==> src/rtl/latin_set_elimination_defines.svh <==
// ----------------------------------------------------------------------------
// Assertion macros for the set elimination block
// ----------------------------------------------------------------------------
`ifndef LATIN_SET_ELIMINATION_DEFINES_SVH
`define LATIN_SET_ELIMINATION_DEFINES_SVH
// check that a condition implies a consequence in the same cycle
`define LSE_ASSERT_IMP(lbl, clk, rst_n, ante, cons) \
  lbl: assert property (@(posedge clk) disable iff (!rst_n) (ante) |-> (cons)) \
    else $error("lse check failed");
// check that a condition implies a consequence in the next cycle
`define LSE_ASSERT_NEXT(lbl, clk, rst_n, ante, cons) \
  lbl: assert property (@(posedge clk) disable iff (!rst_n) (ante) |=> (cons)) \
    else $error("lse check failed");
`endif

==> src/rtl/lse_pkg.sv <==
// ----------------------------------------------------------------------------
// lse_pkg
// Shared types and constants of the set elimination block.
// ----------------------------------------------------------------------------
`default_nettype none
package lse_pkg;
  localparam int unsigned RowW = 16;
  localparam int unsigned DefMaxOrder = 16;
  localparam logic [4:0] OrderReset = 5'd9;

  localparam logic [1:0] OutNone = 2'd0;
  localparam logic [1:0] OutProgress = 2'd1;
  localparam logic [1:0] OutContra = 2'd2;

  // commands from controller to datapath
  typedef struct packed {
    logic load;     // store input beat
    logic init;     // build working copy, singles scan
    logic cols;     // map subset counter to columns
    logic eval;     // count zero rows for subset
    logic apply;    // clear bits
    logic restore;  // contradiction: restore originals
    logic commit;   // write result back
    logic step;     // advance subset counter
    logic emit_adv; // advance emit index
    logic emit_rst; // clear emit index
  } lse_cmd_t;

  typedef struct packed {
    logic        init_contra;
    logic        cnt_done;
    logic        size_ok;
    logic        zr_over;
    logic        zr_eq;
    logic        progress;
    logic        emit_last;
  } lse_sts_t;

  function automatic logic [4:0] popcnt16(input logic [15:0] v);
    logic [4:0] c;
    c = '0;
    for (int i = 0; i < 16; i++) c = c + 5'(v[i]);
    return c;
  endfunction
endpackage
`default_nettype wire

==> src/rtl/lse_ctrl.sv <==
// ----------------------------------------------------------------------------
// lse_ctrl
// Sequencer: load, singles scan, subset walk, write back and emit.
// ----------------------------------------------------------------------------
`default_nettype none
`include "latin_set_elimination_defines.svh"
module lse_ctrl import lse_pkg::*; (
  input  wire logic clk_i,
  input  wire logic rst_ni,
  input  wire logic in_valid_i,
  input  wire logic row_last_i,
  output logic      in_ready_o,
  output logic      out_valid_o,
  input  wire logic out_ready_i,
  output logic      result_last_o,
  output lse_cmd_t  cmd_o,
  input  wire lse_sts_t sts_i
);
  typedef enum logic [7:0] {
    SLoad  = 8'b0000_0001,
    SInit  = 8'b0000_0010,
    SCols  = 8'b0000_0100,
    SEval  = 8'b0000_1000,
    SChk   = 8'b0001_0000,
    SApply = 8'b0010_0000,
    SComm  = 8'b0100_0000,
    SEmit  = 8'b1000_0000
  } state_e;

  state_e state_q, state_d;
  logic   contra;
  assign contra = sts_i.init_contra;

  always_comb begin
    state_d = state_q;
    cmd_o = '0;
    in_ready_o = 1'b0;
    out_valid_o = 1'b0;
    result_last_o = 1'b0;
    unique case (state_q)
      SLoad: begin
        in_ready_o = 1'b1;
        if (in_valid_i) begin
          cmd_o.load = 1'b1;
          if (row_last_i) state_d = SInit;
        end
      end
      SInit: begin
        cmd_o.init = 1'b1;
        state_d = SCols;
      end
      SCols: begin
        if (contra || sts_i.cnt_done) state_d = SComm;
        else if (!sts_i.size_ok) cmd_o.step = 1'b1;
        else begin
          cmd_o.cols = 1'b1;
          state_d = SEval;
        end
      end
      SEval: begin
        cmd_o.eval = 1'b1;
        state_d = SChk;
      end
      SChk: begin
        if (contra) state_d = SComm;
        else if (sts_i.zr_eq) state_d = SApply;
        else begin
          cmd_o.step = 1'b1;
          state_d = SCols;
        end
      end
      SApply: begin
        cmd_o.apply = 1'b1;
        if (sts_i.progress) state_d = SComm;
        else begin
          cmd_o.step = 1'b1;
          state_d = SCols;
        end
      end
      SComm: begin
        cmd_o.commit = 1'b1;
        cmd_o.restore = contra;
        cmd_o.emit_rst = 1'b1;
        state_d = SEmit;
      end
      SEmit: begin
        out_valid_o = 1'b1;
        result_last_o = sts_i.emit_last;
        if (out_ready_i) begin
          cmd_o.emit_adv = 1'b1;
          if (sts_i.emit_last) state_d = SLoad;
        end
      end
      default: state_d = SLoad;
    endcase
  end

  always_ff @(posedge clk_i or negedge rst_ni) begin
    if (!rst_ni) state_q <= SLoad;
    else state_q <= state_d;
  end

  `LSE_ASSERT_IMP(a_onehot, clk_i, rst_ni, 1'b1, $onehot(state_q))
  `LSE_ASSERT_IMP(a_no_overlap, clk_i, rst_ni, in_ready_o, !out_valid_o)
  `LSE_ASSERT_NEXT(a_last_done, clk_i, rst_ni,
                   out_valid_o && out_ready_i && result_last_o, state_q == SLoad)
endmodule
`default_nettype wire

==> config.mk <==
export PLATFORM = sky130hd
export DESIGN_NAME = lse_ctrl
export DESIGN_NICKNAME = d
export VERILOG_FILES = /design/src/rtl/lse_pkg.sv /design/src/rtl/lse_ctrl.sv
export VERILOG_INCLUDE_DIRS = /design/src /design/src/rtl
export SDC_FILE = /design/constraint.sdc
export NUM_CORES = 1
export LEC_CHECK = 0
export BUFFER_PORTS_ARGS = -buffer_cell sky130_fd_sc_hd__buf_2
export CAP_MARGIN = 15
export CORE_MARGIN = 8
export CORE_UTILIZATION = 45
export DETAILED_ROUTE_END_ITERATION = 6
export PLACE_DENSITY_LB_ADDON = 0.2
export SLEW_MARGIN = 15
export SYNTH_ARGS = -nofsm -noshare
export SYNTH_HDL_FRONTEND = slang
export SYNTH_SLANG_ARGS = --single-unit
==> constraint.sdc <==
create_clock -name clk_i -period 1.8 [get_ports clk_i]
set_input_delay 0.36 -clock clk_i [delete_from_list [all_inputs] [get_ports clk_i]]
set_output_delay 0.36 -clock clk_i [all_outputs]
set_load 0.02 [all_outputs]
==> After elaboration in Yosys (flattened, before gate mapping) <==
Index checks and enable logic that the tools add are counted.
{ "totals": {"output_inout_bits": 13, "in_bits": 12, "word_cells": 47, "ff_bits": 8} }
{ "classes": {"n_eq_ne": 13, "reduce_logical": 2, "muxes": 31} }
{ "op_table": {"columns": ["operator", "n"], "rows": [
  ["8-bit case mux with 8 select lines", 1],
  ["8-bit two-way mux", 6],
  ["1-bit two-way mux", 19],
  ["7-bit two-way mux", 2],
  ["8-bit by 1-bit == test with 1-bit output, second input constant", 1],
  ["8-bit by 2-bit == test with 1-bit output, second input constant", 1],
  ["8-bit by 3-bit == test with 1-bit output, second input constant", 1],
  ["8-bit by 4-bit == test with 1-bit output, second input constant", 1],
  ["8-bit by 5-bit == test with 1-bit output, second input constant", 1],
  ["8-bit by 6-bit == test with 1-bit output, second input constant", 1],
  ["8-bit by 7-bit == test with 1-bit output, second input constant", 1],
  ["8-bit == test, second input constant", 1],
  ["2-bit != test, second input constant", 4],
  ["6-bit two-way mux", 1],
  ["5-bit AND reduction", 1],
  ["3-bit != test, second input constant", 1],
  ["1-bit case mux with 3 select lines", 1],
  ["2-bit two-way mux", 1],
  ["1-bit logical OR", 1]
]} }

==> Depth between registers and ports, before layout <==
Gate-level depths: netlist (run 1).
{ "depth": {"depth_word": 3, "depth_mapped": 5, "ltp_nobuf": 4} }

==> Worst setup path after synthesis (run 1) <==
Ideal clock, no wire load.
{ "synth_path": {"path_type": "reg-to-output", "from": "register state_q[4]", "to": "output cmd_o[4] in the netlist's numbering", "n_path_buf": 1, "slack_ns": -0.060, "t_required_ns": 1.440, "path_stages_with_launch": 6, "t_arrival_ns": 1.500, "cell_sequence": "dfrtp_1 > buf_6 > nor3_4 > nand2_2 > nor3b_2 > and2_1"} }
{ "synth_lines": {"columns": ["element", "line_no", "rtl"], "rows": [
  ["from (decl)", "lse_ctrl.sv:30", "state_e state_q, state_d;"],
  ["from (signal assigned)", "lse_ctrl.sv:99", "if (!rst_ni) state_q <= SLoad;"],
  ["from (signal assigned)", "lse_ctrl.sv:100", "else state_q <= state_d;"],
  ["to (decl)", "lse_ctrl.sv:16", "output lse_cmd_t cmd_o,"]
]} }

==> results_dict.tcl, run 1 <==
set metrics [dict create \
    grt_max_degree 10 \
    dp_cells 103 \
    placed_area_um2 737 \
    largest_reg_flops 8 \
    wl_per_cell_um 15.6 \
    globalplace.congestion 0.688 \
    period_needed_ns 1.98 \
    grt_pass1_vias 653 \
    hold_slack_ns 0.355 \
    diodes 0 \
    hold_path.class "input pin to flip-flop" \
    track_usage_pct 13.8 \
    die_width_um 52.6 \
    finalClockSkew_ns 0.00732 \
    p_leak_nw 0.457 \
    drc 0 \
    pwr_density_cell_nw_per_um2 935 \
    via_count 663 \
    status "finished with violations" \
    period_share_pct 110 \
    drtIter0Drc 5 \
    hold_violations 0 \
    clkPwrFrac_pct 16.1 \
    startpoint_type "flip-flop" \
    clock-sinks 8 \
    rsz0062_at_grt "yes" \
    ir_worst_vdd_uv 477 \
    fill_cells 91 \
    tightest_slew_ns 0.237 \
    detail_route.vias_per_cell 5.39 \
    combPwrFrac_pct 58.5 \
    wl_um 1920 \
    synth-seq-area-share_pct 33.3 \
    die-area_um2 2770 \
    r2r_start "state_q[4]$_DFFE_PN0P_" \
    final_antenna_net_count 0 \
    synth_nets 77 \
    path_class "flip-flop to output pin" \
    cts_tree "done" \
    grt_antenna_before_repair 0 \
    drt_pre_antenna_iters 4 \
    syn_inst 65 \
    syn_area_um2 604 \
    internal_power_mw 0.591 \
    ioPinCount 25 \
    reg_top3 "state_q x8" \
    clkSlewWorstSetupHoldPaths_ns 0.06 \
    relSlewSlack_pct 84.1 \
    slew_violations 0 \
    async_flop_share_pct 100 \
    fin_ws_ns -0.181 \
    syn_avg_cell_area_um2 9.30 \
    fin_nets 121 \
    setup_viol 12 \
    die_y_um 52.6 \
    cp_max_fo 6 \
    design_area_um2 1020 \
    grt-ovfl-total 0 \
    rows 13 \
    yosysWarnings 0 \
    violations "setup timing" \
    cts_buffers 3 \
    timing.max_cap.violations 0 \
    synth_edf_count 0 \
    switching_power_mw 0.360 \
    ys.flop_type "dfrtp_1" \
    top_register "state_q" \
    fmax_mhz 505 \
    area_delta_synth_final_pct 68.3 \
    grt_pass1_wl_um 2820 \
    cp_data_required_time_ns 1.44 \
    crit_path_start "state_q[4]$_DFFE_PN0P_" \
    ys_seq_elements 8 \
    seqPwrFrac_pct 25.3 \
    clk_path_buf_depth 2 \
    h-tree-depth 1 \
    core_area_um2 1280 \
    min-delay-start "sts_i[2]" \
    cts-root-buf "clkbuf_4" \
    initial_core_util_pct 47.0 \
    drive_above_1_share_pct 61.1 \
    total_power_mw 0.951 \
    critPathArrivalTime_ns 1.62 \
    layoutNonFillerInstCount 123 \
    port_buffers 23 \
    ys_types 32 \
    clkLatencyLatePin_ns 0.26 \
    crit_path_end_kind "output pin" \
    swShare_pct 37.9 \
]
## path summary, 6_finish.rpt
kind / to / slack, ns / depth (start not counted)
max: cmd_o[4] / -0.18 / 5
min reg2reg: state_q[5]$_DFFE_PN0P_ / 0.63 / 2
max in group asynchronous: state_q[0]$_DFFE_PN1P_ / 1.09 / 2
min: state_q[5]$_DFFE_PN0P_ / 0.36 / 3
min in group asynchronous: state_q[5]$_DFFE_PN0P_ / 0.47 / 2
max reg2reg: state_q[1]$_DFFE_PN0P_ / 0.20 / 7
## critical path: stages, from the launching register on
cell and delay (ns):
dfrtp_2 0.46, nor3_4 0.25, nand2_4 0.11, nor3b_4 0.21
and2_1 0.19, buf_6 0.13
## cells in the mapped netlist (all sizes together), types with 2 or more instances
master | instances | area, µm²
buf | 3 | 23.8
nor2b | 2 | 12.5
dfrtp | 7 | 175
nand2 | 8 | 37.5
nand3 | 2 | 10.0
o21ai | 4 | 20.0
nor3b | 4 | 56.3
nor2 | 9 | 33.8
nor3 | 5 | 52.6
and2 | 4 | 25.0
nand2b | 2 | 12.5
## routing by layer
metal	global-route usage (%)	routed length (µm)	part of all wire, %
met1	14.5	745	39
met2	23.9	1050	55
met3	3.13	76	4.0
met4	9.05	50	2.6
met5	0	0	0
## kinds of logic after synthesis
kind of cell / count (synthesis) / share of synthesized area (%)
and+or+nand+nor: 40 / 46.6
AOI/OAI and AO/OA: 12 / 13.3
DFF: 8 / 33.3
buffers and inverters: 3 / 3.93
xor gates and xnor gates: 2 / 2.90
## through the flow
stage | setup TNS [ns] | utilization (%) | worst slack (ns)
floorplan | -0.154 | - | -0.0597
global placement | 0 | 57.4 | 0.0388
detailed placement | 0 | 57.4 | 0.0373
CTS | -1.11 | 70.7 | -0.165
global route | -2.31 | 79.2 | -0.258
finish | -1.28 | 79.2 | -0.181
## area by class of cell
type                       instances  area, µm²  share of cell area [%]
multi-input combinational         54        440                    43.3
timing repair buffer              42        325                    32.0
sequential                         8        206                    20.3
clock buffer                       4       26.3                    2.58
tap                               15       18.8                    1.85
## timing repair
item,in CTS,in global routing
hold endpoints to repair,7,0
gates resized for setup,18,19
pin swaps,9,10
hold buffers,1,0
endpoints found under the setup margin,13,13
setup buffers,11,5
## cell usage in the layout, fill, tap and decap left out, drive strengths merged, types with 2 or more instances in the layout
cell type / n
and2: 4
nor2: 9
nand2b: 2
nand3: 2
clkbuf: 4
o21ai: 4
nor3: 5
nor2b: 2
buf: 41
nor3b: 4
dfrtp: 7
nand2: 8
## power by group through the flow
stage	Clock [mW]	Combinational, mW	Sequential [mW]
after global placement	0	0.298	0.236
after floorplan	0	0.216	0.232
after CTS	0.154	0.464	0.236
after detailed placement	0	0.303	0.238
after global routing	0.170	0.599	0.243
final	0.153	0.557	0.241
Power figures use the tool's default switching activity.
==> inputs of run 2 (changes only) <==
- CORE_UTILIZATION: 45 -> 41
- clock period: 1.8 -> 1.72 ns (I/O delays scaled with it)
==> results_dict.tcl, run 2 (synthesis gave the netlist of run 1 again) <==
set metrics [dict create \
    ir_worst_vdd_uv 775 \
    fmax_mhz 523 \
    largest_reg_flops 8 \
    grt_pass1_wl_um 2640 \
    rsz0062_at_grt "yes" \
    clkLatencyLatePin_ns 0.26 \
    critPathArrivalTime_ns 1.57 \
    drt_pre_antenna_iters 4 \
    violations "setup timing" \
    grt-ovfl-total 0 \
    cts_buffers 3 \
    ioPinCount 25 \
    die_y_um 54.4 \
    die-area_um2 2960 \
    diodes 0 \
    path_class "flip-flop to output pin" \
    total_power_mw 0.864 \
    top_register "state_q" \
    h-tree-depth 1 \
    detail_route.vias_per_cell 5.14 \
    hpwlAfterDp_um 1130 \
    area_delta_synth_final_pct 62.9 \
    fin_nets 120 \
    port_buffers 23 \
    globalplace.congestion 0.703 \
    initial_core_util_pct 42.1 \
    layout_common_cells "21 x buf_4, 13 x buf_2, 9 x nor2_1" \
    combPwrFrac_pct 52.6 \
    status "finished with violations" \
    wl_um 1700 \
    via_count 632 \
    finalClockSkew_ns 0.00162 \
    period_needed_ns 1.91 \
    placed_area_um2 788 \
    dp_cells 108 \
    slew_violations 0 \
    hold_violations 0 \
    place_ws_ns -0.0555 \
    die_width_um 54.4 \
    tightest_slew_ns 0.219 \
    reg_top3 "state_q x8" \
    timing.max_cap.violations 0 \
    cts_tree "done" \
    rows 14 \
    grt_pass1_vias 612 \
    layoutNonFillerInstCount 123 \
    hold_slack_ns 0.325 \
    relSlewSlack_pct 85.2 \
    crit_path_end_kind "output pin" \
    drive_above_1_share_pct 61.7 \
    clk_path_buf_depth 2 \
    period_share_pct 111 \
    design_area_um2 985 \
    setup_viol 13 \
    swShare_pct 37.4 \
    track_usage_pct 12.2 \
    cp_max_fo 5 \
    clkSlewWorstSetupHoldPaths_ns 0.06 \
    clkPwrFrac_pct 18.7 \
    drtIter0Drc 13 \
    hold_path.class "input pin to flip-flop" \
    grt_max_degree 10 \
    switching_power_mw 0.323 \
    wl_per_cell_um 13.8 \
    grt_antenna_before_repair 0 \
    startpoint_type "flip-flop" \
    seqPwrFrac_pct 28.7 \
    core_area_um2 1440 \
    cp_data_required_time_ns 1.38 \
    cts-root-buf "clkbuf_4" \
    internal_power_mw 0.541 \
    clock-sinks 8 \
    pwr_density_cell_nw_per_um2 877 \
    final_antenna_net_count 0 \
    fin_ws_ns -0.192 \
    final_common_cell "buf_4" \
    drc 0 \
    p_leak_nw 0.452 \
]
-- run 2: cell count changes in the layout (fill, tap and decap cells not counted) --
cell     before  now
buf_6        10    6
and2_1        3    0
and2_2        0    2
buf_4        19   21
nand2_2       1    3
nand2_4       2    0
nor2_1        7    9
and2_4        1    2
buf_2        12   13
nor2_2        1    0
nor2_4        1    0
nor3b_2       1    0
nor3b_4       3    4
-- run 2: repair_timing --
action,CTS,global route
cloned,0,0
endpoints found under the setup margin,13,13
pin swaps,9,7
hold buffers,1,0
resized for setup,20,5
buffers inserted,7,3
endpoints found under the hold margin,7,0
-- run 2: power by group through the flow --
| stage | sequential, mW | clock [mW] | combinational [mW] |
|---|---|---|---|
| 2_1_floorplan | 0.243 | 0 | 0.242 |
| 3_3_place_gp | 0.246 | 0 | 0.345 |
| 3_5_place_dp | 0.246 | 0 | 0.345 |
| 4_1_cts | 0.243 | 0.163 | 0.434 |
| 5_1_grt | 0.251 | 0.179 | 0.491 |
| 6_report | 0.248 | 0.162 | 0.454 |
-- run 2: worst paths after layout --
path	endpoint	cells past startpoint	start	slack, ns
worst max-delay path	cmd_o[2]	6	state_q[5]$_DFFE_PN0P_	-0.19
worst min-delay path	state_q[0]$_DFFE_PN1P_	3	row_last_i	0.33
worst max register to register	state_q[2]$_DFFE_PN0P_	7	state_q[4]$_DFFE_PN0P_	0.25
worst min register to register	state_q[4]$_DFFE_PN0P_	3	state_q[7]$_DFFE_PN0P_	0.64
max in group asynchronous	state_q[0]$_DFFE_PN1P_	2	rst_ni	1.03
min in group asynchronous	state_q[2]$_DFFE_PN0P_	2	rst_ni	0.45
-- run 2: layout make-up --
type / count / area [µm²]
multi-input cells: 54 / 432
flip-flops and latches: 8 / 206
well taps: 16 / 20.0
fillers: 125 / 452
clock buffers: 4 / 26.3
repair buffers: 41 / 300
-- run 2: layer usage --
| metal | track usage, % | wire length (µm) | up-vias |
|---|---|---|---|
| li1 | - | - | 316 |
| met1 | 14.0 | 750 | 299 |
| met2 | 20.4 | 831 | 15 |
| met3 | 3.80 | 103 | 2 |
| met4 | 4.92 | 17 | 0 |
| met5 | 0 | 0 | - |
-- run 2: through the flow --
stage | util (%) | TNS (ns)
6_report | 68.6 | -1.57
5_1_grt | 68.6 | -2.66
3_5_place_dp | 54.9 | -0.107
3_3_place_gp | 54.9 | -0.0235
2_1_floorplan | - | -0.0996
4_1_cts | 65.4 | -1.77
-- run 2: critical path, stage by stage, from the launching register on --
cell,delay (ns)
dfrtp_2,0.47
buf_6,0.15
nor3_4,0.17
a2bb2oi_2,0.08
o22a_1,0.21
nor2_1,0.09
buf_4,0.14
